==> src/hdl/b2b_pkg.sv <==
//------------------------------------------------------------------------------
// b2b_pkg
// Types and constants for the BLAKE2b hash engine.
//------------------------------------------------------------------------------
`timescale 1ns / 1ps

package b2b_pkg;

    localparam int NumRounds = 12;
    localparam logic [63:0] ParamWord = 64'h0000_0000_0101_0040;

    typedef enum logic [2:0] {
        S_IDLE,
        S_ABSORB,
        S_COMP,
        S_FINISH,
        S_EMIT
    } t_state;

    // Controller to datapath.
    typedef struct packed {
        logic       put_byte;
        logic       pad;
        logic       comp_start;
        logic       comp_step;
        logic       comp_final;
        logic       comp_done;
        logic       reinit;
        logic [2:0] out_index;
    } t_cmd;

    // Datapath to controller.
    typedef struct packed {
        logic need_comp;
        logic need_final_pad;
    } t_status;

    function automatic logic [63:0] iv_word(input logic [2:0] idx);
        logic [63:0] r;
        begin
            unique case (idx)
                3'd0: r = 64'h6a09e667f3bcc908;
                3'd1: r = 64'hbb67ae8584caa73b;
                3'd2: r = 64'h3c6ef372fe94f82b;
                3'd3: r = 64'ha54ff53a5f1d36f1;
                3'd4: r = 64'h510e527fade682d1;
                3'd5: r = 64'h9b05688c2b3e6c1f;
                3'd6: r = 64'h1f83d9abfb41bd6b;
                default: r = 64'h5be0cd19137e2179;
            endcase
            return r;
        end
    endfunction

    // Message word index for round (mod 10) and position 0..15.
    function automatic logic [3:0] sigma(input logic [3:0] rnd, input logic [3:0] pos);
        logic [63:0] row;
        begin
            case (rnd)
                4'd0: row = 64'hfedcba9876543210;
                4'd1: row = 64'h357b20c16df984ae;
                4'd2: row = 64'h491763eadf250c8b;
                4'd3: row = 64'h8f04a562ebcd1397;
                4'd4: row = 64'hd386cb1efa427509;
                4'd5: row = 64'h91ef57d438b0a6c2;
                4'd6: row = 64'hb8293670a4def15c;
                4'd7: row = 64'ha2684f05931ce7bd;
                4'd8: row = 64'h5a417d2c803b9ef6;
                default: row = 64'h0dc3e9bf5167482a;
            endcase
            return row[{pos, 2'b00} +: 4];
        end
    endfunction

endpackage

==> src/hdl/b2b_ctrl.sv <==
//------------------------------------------------------------------------------
// b2b_ctrl
// Sequencer: byte absorb, 12-round compression in half-G steps, emit.
//------------------------------------------------------------------------------
`timescale 1ns / 1ps

module b2b_ctrl (
    input  logic             i_clk,
    input  logic             i_rst_n,
    input  logic             i_in_valid,
    output logic             o_in_ready,
    input  logic             i_has_byte,
    input  logic             i_end_of_message,
    output logic             o_out_valid,
    input  logic             i_out_ready,
    output logic             o_last,
    input  b2b_pkg::t_status i_status,
    output b2b_pkg::t_cmd    o_cmd
);
    import b2b_pkg::*;

    localparam logic [5:0] CompDoneStep = 6'(4 * NumRounds + 1);

    t_state     r_state, n_state;
    logic [5:0] r_step, n_step;
    logic [2:0] r_idx, n_idx;
    logic       r_has, n_has, r_end, n_end, r_final, n_final;

    always_ff @(posedge i_clk) begin
        if (!i_rst_n) begin
            r_state <= S_IDLE;
            r_step  <= '0;
            r_idx   <= '0;
            r_has   <= 1'b0;
            r_end   <= 1'b0;
            r_final <= 1'b0;
        end else begin
            r_state <= n_state;
            r_step  <= n_step;
            r_idx   <= n_idx;
            r_has   <= n_has;
            r_end   <= n_end;
            r_final <= n_final;
        end
    end

    always_comb begin
        n_state = r_state;
        n_step  = r_step;
        n_idx   = r_idx;
        n_has   = r_has;
        n_end   = r_end;
        n_final = r_final;
        unique case (r_state)
            S_IDLE: begin
                if (i_in_valid) begin
                    n_has   = i_has_byte;
                    n_end   = i_end_of_message;
                    n_final = 1'b0;
                    n_step  = '0;
                    if (i_has_byte && i_status.need_comp) begin
                        n_state = S_COMP;
                    end else if (i_has_byte) begin
                        n_state = S_ABSORB;
                    end else if (i_end_of_message) begin
                        n_state = S_FINISH;
                    end
                end
            end
            S_ABSORB: begin
                n_has = 1'b0;
                n_state = r_end ? S_FINISH : S_IDLE;
            end
            S_COMP: begin
                n_step = r_step + 6'd1;
                if (r_step == CompDoneStep) begin
                    n_step = '0;
                    if (r_final) begin
                        n_idx   = '0;
                        n_state = S_EMIT;
                    end else begin
                        n_state = S_ABSORB;
                    end
                end
            end
            S_FINISH: begin
                n_final = 1'b1;
                n_step  = '0;
                n_state = S_COMP;
            end
            S_EMIT: begin
                if (i_out_ready) begin
                    n_idx = r_idx + 3'd1;
                    if (r_idx == 3'd7) begin
                        n_state = S_IDLE;
                    end
                end
            end
            default: n_state = S_IDLE;
        endcase
    end

    always_comb begin
        o_in_ready = (r_state == S_IDLE);
        o_out_valid = (r_state == S_EMIT);
        o_last = (r_idx == 3'd7);
        o_cmd = '0;
        o_cmd.out_index = r_idx;
        unique case (r_state)
            S_ABSORB: o_cmd.put_byte = r_has;
            S_COMP: begin
                o_cmd.comp_start = (r_step == 6'd0);
                o_cmd.comp_step  = (r_step != 6'd0) && (r_step != CompDoneStep);
                o_cmd.comp_done  = (r_step == CompDoneStep);
                o_cmd.comp_final = r_final;
            end
            S_FINISH: o_cmd.pad = i_status.need_final_pad;
            S_EMIT: o_cmd.reinit = i_out_ready && (r_idx == 3'd7);
            default: ;
        endcase
    end

endmodule

==> config.mk <==
export PLATFORM = sky130hd
export DESIGN_NAME = b2b_ctrl
export DESIGN_NICKNAME = d
export VERILOG_FILES = /design/src/hdl/b2b_pkg.sv /design/src/hdl/b2b_ctrl.sv
export SDC_FILE = /design/constraint.sdc
export NUM_CORES = 1
export LEC_CHECK = 0
export CAP_MARGIN = 20
export CORE_MARGIN = 1
export CORE_UTILIZATION = 55
export DETAILED_ROUTE_END_ITERATION = 8
export DONT_BUFFER_PORTS = 1
export GPL_ROUTABILITY_DRIVEN = 0
export GPL_TIMING_DRIVEN = 0
export PLACE_DENSITY = 0.69
export SYNTH_ARGS = -nofsm -noshare
export SYNTH_HDL_FRONTEND = slang
export SYNTH_SLANG_ARGS = --single-unit
==> constraint.sdc <==
create_clock -name i_clk -period 2.1 [get_ports i_clk]
set_clock_uncertainty 0.2 [all_clocks]
set_input_delay 0.315 -clock i_clk [delete_from_list [all_inputs] [get_ports i_clk]]
set_output_delay 0.315 -clock i_clk [all_outputs]
set_load 0.02 [all_outputs]
==> run_results.csv, run 1 <==
group,metric,value,unit
layout,final.fill_count,131,
critical_path,crit_fanout,8,
layout,finalCoreUtilization,66.9,%
drt,drt-initial-drc-count,14,
floorplanning,die_h,42.7,um
sta,period_minus_slack,2.04,ns
layout,diodes,0,
critical_path,crit_required,1.58,ns
clocking,cts_buffer_depth,2,
placed_design,dp_hpwl,1440,um
floorplanning,rows,14,
grt,grt_pass1_wl,3350,um
synth,syn-cell-area,912,um2
grt,antenna_found_initial,0,
synth,synthCells,111,
sta,layout_setup_ws,0.0610,ns
sta,hold_viol_final,1,
synth,synth.avg_cell_area,8.22,um2
sta,rsz0062_at_grt,"no",
synth,synth.distinct_cells,43,
synth,synth_edf_count,0,
synth,synth_nets,124,
grt,grt-ovfl-total,0,
drt,route.detailed.drc,0,
layout,num-nets-final,130,
drt,postRouteAntennaNets,0,
floorplanning,initial_utilization,59.9,%
clocking,clk-insertion-delay-late,0.29,ns
placed_design,io_buffers,0,
drt,viasPerCell,6.08,
synth,synth_async_sr_flop_share,0,%
drt,post_drt_wl_per_cell,15.4,um
clocking,clock-root-buffer,"clkbuf_4",
layout,drive_above_1_share,23.3,%
clocking,cts_hold_buf,0,
clocking,clock-sinks,15,
layout,area_growth,11.8,%
sta,fmax,490,MHz
status,outcome,"finished, violations left",
drt,drt_wl_total,2040,um
floorplanning,fp.dieArea,1830,um2
floorplanning,coreArea,1520,um2
synth,yosysSeqAreaShare,32.9,%
grt,grt_max_degree,11,
floorplanning,ios,21,
critical_path,crit_path_end_kind,"output pin",
synth,ys_ff_latch,15,
synth,synth.area.top_cells,"dfxtp_1 (33%), ha_1 (6.9%), o21ai_0 (5.5%)",
layout,fin_area,1020,um2
synth,synth-main-ff-cell,"dfxtp_1",
placed_design,placed_cell_area,932,um2
synth,synth_warnings,0,
drt,dr.pass1.iters,4,
sta,fin_crit_sh,97.1,%
min_path,hp-class,"input pin to register",
sta,final.setup.tns,0,ns
critical_path,cp-start-kind,"register",
synth,synth_commonest_cells,"dfxtp_1 (15), nor2_1 (13), o21ai_0 (10), nand2_1 (8)",
layout,stdcell_count,132,
job,maxCapViolations,0,
floorplanning,die_w,42.7,um
critical_path,worst_ep_arrival_time,1.52,ns
power_and_ir_drop,ir_worst_vdd,516,uV
sta,max-slew-margin-rel,53.2,%
sta,slew_viol_final,0,
sta,setup_viol,0,
clocking,numCtsBuffers,3,
synth,yosysMostFrequentCell,"dfxtp_1",
power_and_ir_drop,p_per_area,795,nW/um2
drt,vias,803,
critical_path,r2r_setup_slack,0.39,ns
clocking,cts_max_level,1,
placed_design,dp_slack,-0.157,ns
critical_path,path_class,"register to output pin",
placed_design,dp.cells,127,
grt,grt_pass1_vias,797,
sta,whs,-0.00251,ns
status,violations,"negative hold slack",
synth,synth_top_area_cell,"dfxtp_1",
power_and_ir_drop,p_leak,0.418,nW
synth,synth_top_area_share,32.9,%
clocking,cts_tree,"yes",
grt,grt_usage,24.0,%
clocking,clk_pin_slew,0.10,ns
sta,worst_pin_slew,0.697,ns
-- cell type report --
type                    instances  area, um2  area share (%)
well taps                      16       20.0            1.96
multi-input cells              86        612            60.0
clock buffers                   4       26.3            2.58
repair buffers                  1       7.51           0.736
flip-flops and latches         15        308            30.2
inverters                       5       20.0            1.96
plain buffers                   5       26.3            2.58
-- logic make-up after synthesis --
kind of cell,synth area share (%)
AND/OR/NAND/NOR,27.2
XOR/XNOR,4.80
AO/OA/AOI/OAI,22.4
buffers and inverters,4.80
adder cells (fa/ha/maj),6.86
multiplexers,1.10
flip-flops,32.9
-- power by group --
part / internal (mW) / leakage (nW) / switching [mW]
registers: 0.310 / 0.124 / 0.0226
logic: 0.120 / 0.279 / 0.190
clock network: 0.0737 / 0.0150 / 0.0938
-- worst paths after layout --
check	start	end	depth (start not counted)
max	r_state[2]	o_cmd[3]	4
min reg2reg	r_end	r_end	2
max reg2reg	r_state[1]	r_end	5
min	i_end_of_message	r_end	2
-- registers in the layout (all words and copies together) (netlist names) --
name	flops
r_end	1
r_has	1
r_step	6
r_state	3
r_final	1
r_idx	3
-- layout by cell type (no fill, tap or decap), types with 3 or more instances in the layout --
master	instances
dfxtp_1	11
xor2_1	5
clkbuf_4	3
nand2_1	8
nor2_1	12
inv_1	3
and3_1	3
ha_1	5
a21oi_1	4
nor2b_1	5
o21ai_0	10
dfxtp_2	3
-- critical path, cell delays in order, from the launching register on --
cell      delay (ns)
dfxtp_4         0.41
inv_2           0.07
or3_4           0.38
clkinv_2        0.13
and3_2          0.26
-- what timing repair did --
action,CTS,global route
gates resized for setup,8,11
endpoints found under the setup margin,2,4
setup buffers,1,0
-- metrics by stage --
stage / total power, mW / hold WS [ns]
floorplan: 0.554 / 0.277
global placement: 0.601 / 0.281
detailed placement: 0.607 / 0.292
CTS: 0.805 / 0.00280
global route: 0.852 / 0.00221
finish: 0.811 / -0.00251
-- per-layer routing --
| layer | track usage [%] | share of wire, % |
|---|---|---|
| met1 | 31.2 | 46 |
| met2 | 39.4 | 47 |
| met5 | 0 | 0 |
| met3 | 3.40 | 5.0 |
| met4 | 10.6 | 2.1 |
Power figures use the tool's default switching activity.
==> run 2: changes to the inputs <==
Settings changed: CORE_MARGIN 1 to 2, PLACE_DENSITY 0.69 to 0.75.
==> run 2 against run 1 <==
The flow now finishes without violations. Hold slack better by 0.018 ns. Register-to-register slack worse by 0.06 ns. Combinational power about the same.
==> run_results.csv, run 2 (synthesized netlist as in run 1, its figures left out) <==
group,metric,value,unit
status,outcome,"complete, no violations",
layout,drive_above_1_share,21.4,%
layout,largest_reg_flops,6,
sta,hold_viol_final,0,
layout,stdcell_count,133,
grt,grt_pass1_wl,3300,um
drt,dr.pass1.iters,4,
sta,setup_viol,0,
critical_path,crit_required,1.58,ns
critical_path,crit-reg2reg-launch,"r_step[0]",
grt,grt_pass1_vias,773,
sta,fmax,483,MHz
sta,whs,0.0151,ns
grt,antenna_found_initial,0,
placed_design,dp.cells,127,
sta,fin_crit_sh,98.6,%
sta,max-slew-margin-rel,52.2,%
drt,drt-initial-drc-count,15,
power_and_ir_drop,p_leak,0.410,nW
floorplanning,fp.dieArea,2000,um2
clocking,cts_buffer_depth,2,
grt,grt_max_degree,11,
layout,final.fill_count,136,
sta,slew_viol_final,0,
floorplanning,ios,21,
sta,worst_pin_slew,0.711,ns
layout,final_cell_mix,"nor2_1 (12), dfxtp_1 (12), o21ai_0 (10)",
power_and_ir_drop,internal-power,0.505,mW
power_and_ir_drop,power_frac_clock,21.0,%
power_and_ir_drop,seq_power_share,41.1,%
floorplanning,initial_utilization,59.9,%
layout,largest-register,"r_step",
drt,route.detailed.drc,0,
critical_path,rr_endpoint,"r_idx[1]",
min_path,hold_depth,2,
drt,post_drt_wl_per_cell,15.0,um
critical_path,crit_fanout,4,
power_and_ir_drop,ir_worst_vdd,625,uV
drt,viasPerCell,5.91,
critical_path,ff2ff_path_depth,5,
drt,postRouteAntennaNets,0,
power_and_ir_drop,combPwrFrac,37.9,%
layout,multi_input_area,609,um2
min_path,min_from,"i_end_of_message",
power_and_ir_drop,p_sw_share,38.0,%
clocking,clk-insertion-delay-late,0.29,ns
min_path,holdPathEnd,"r_end",
power_and_ir_drop,p_per_area,794,nW/um2
layout,diodes,0,
drt,drt_wl_total,1990,um
floorplanning,coreArea,1520,um2
layout,regArea,307,um2
power_and_ir_drop,total_power,0.814,mW
grt,grt-ovfl-total,0,
clocking,clock-sinks,15,
critical_path,cp-start-kind,"register",
layout,reg.largest.list,"r_step x6, r_idx x3, r_state x3",
floorplanning,rows,14,
floorplanning,die_w,44.7,um
critical_path,path_class,"register to output pin",
layout,area_growth,12.3,%
power_and_ir_drop,p_switching,0.309,mW
clocking,numCtsBuffers,3,
floorplanning,die_h,44.7,um
critical_path,r2r_setup_slack,0.33,ns
job,maxCapViolations,0,
min_path,hp-class,"input pin to register",
layout,num-nets-final,131,
clocking,clock-root-buffer,"clkbuf_4",
critical_path,crit_path_end_kind,"output pin",
placed_design,io_buffers,0,
placed_design,dp_hpwl,1430,um
sta,rsz0062_at_grt,"yes",
clocking,clk_pin_slew,0.09,ns
clocking,cts_max_level,1,
grt,grt_usage,22.3,%
critical_path,worst_ep_arrival_time,1.56,ns
sta,period_minus_slack,2.07,ns
clocking,cts_tree,"yes",
drt,vias,786,
run 2: cell types whose count changed in the layout (fill, tap and decap cells not counted), sizes merged:
cell / change
dlygate4sd3: +1
run 2: cell type report:
| class | count | share of cell area (%) |
|---|---|---|
| sequential | 15 | 29.9 |
| buffer | 5 | 2.44 |
| clock buffer | 4 | 2.56 |
| multi-input combinational | 86 | 59.5 |
| timing repair buffer | 2 | 1.71 |
| inverter | 5 | 1.95 |
| tap | 16 | 1.95 |
run 2: what timing repair did:
item | in CTS | in global routing
setup endpoints to repair | 2 | 4
hold endpoints to repair | 1 | 0
buffers inserted | 1 | 0
pin swaps | 0 | 0
hold buffers | 1 | 0
gates resized for setup | 8 | 8
run 2: worst max-delay path, cell delays in order (launching register included):
cell and delay [ns]:
dfxtp_2 0.36, inv_1 0.06, ha_1 0.17, and3_1 0.23
a21oi_4 0.18, a21boi_4 0.26
run 2: power by group through the flow:
stage	logic (mW)	registers, mW	clock network, mW
after global placement	0.259	0.339	0
after floorplan	0.220	0.334	0
after detailed placement	0.263	0.340	0
after global routing	0.339	0.338	0.189
after CTS	0.295	0.333	0.172
final	0.309	0.334	0.171
run 2: metal layers:
metal | GRT usage, % | share of wire (%)
met1 | 28.2 | 47
met2 | 37.7 | 48
met3 | 2.80 | 3.6
met4 | 10.3 | 1.4
met5 | 0 | 0
run 2: worst max path at each step:
| stage | slack (ns) | cells after the start | startpoint | endpoint |
|---|---|---|---|---|
| floorplan | 0.03 | 3 | r_state[2] | o_cmd[6] |
| global placement | -0.14 | 3 | r_state[2] | o_cmd[6] |
| detailed placement | -0.15 | 3 | r_state[2] | o_cmd[6] |
| CTS | -0.007 | 3 | r_state[0] | o_cmd[6] |
| global route | -0.04 | 5 | r_step[1] | o_cmd[6] |
| finish | 0.03 | 5 | r_step[1] | o_cmd[6] |
run 2: through the flow:
stage,setup TNS [ns],instance area [um2],worst slack (ns),util [%]
2_1_floorplan,0,912,0.0289,-
3_3_place_gp,-0.144,932,-0.144,61.2
3_5_place_dp,-0.150,932,-0.150,61.2
4_1_cts,-0.00652,1010,-0.00652,66.0
5_1_grt,-0.0396,1020,-0.0396,67.2
6_report,0,1020,0.0298,67.2
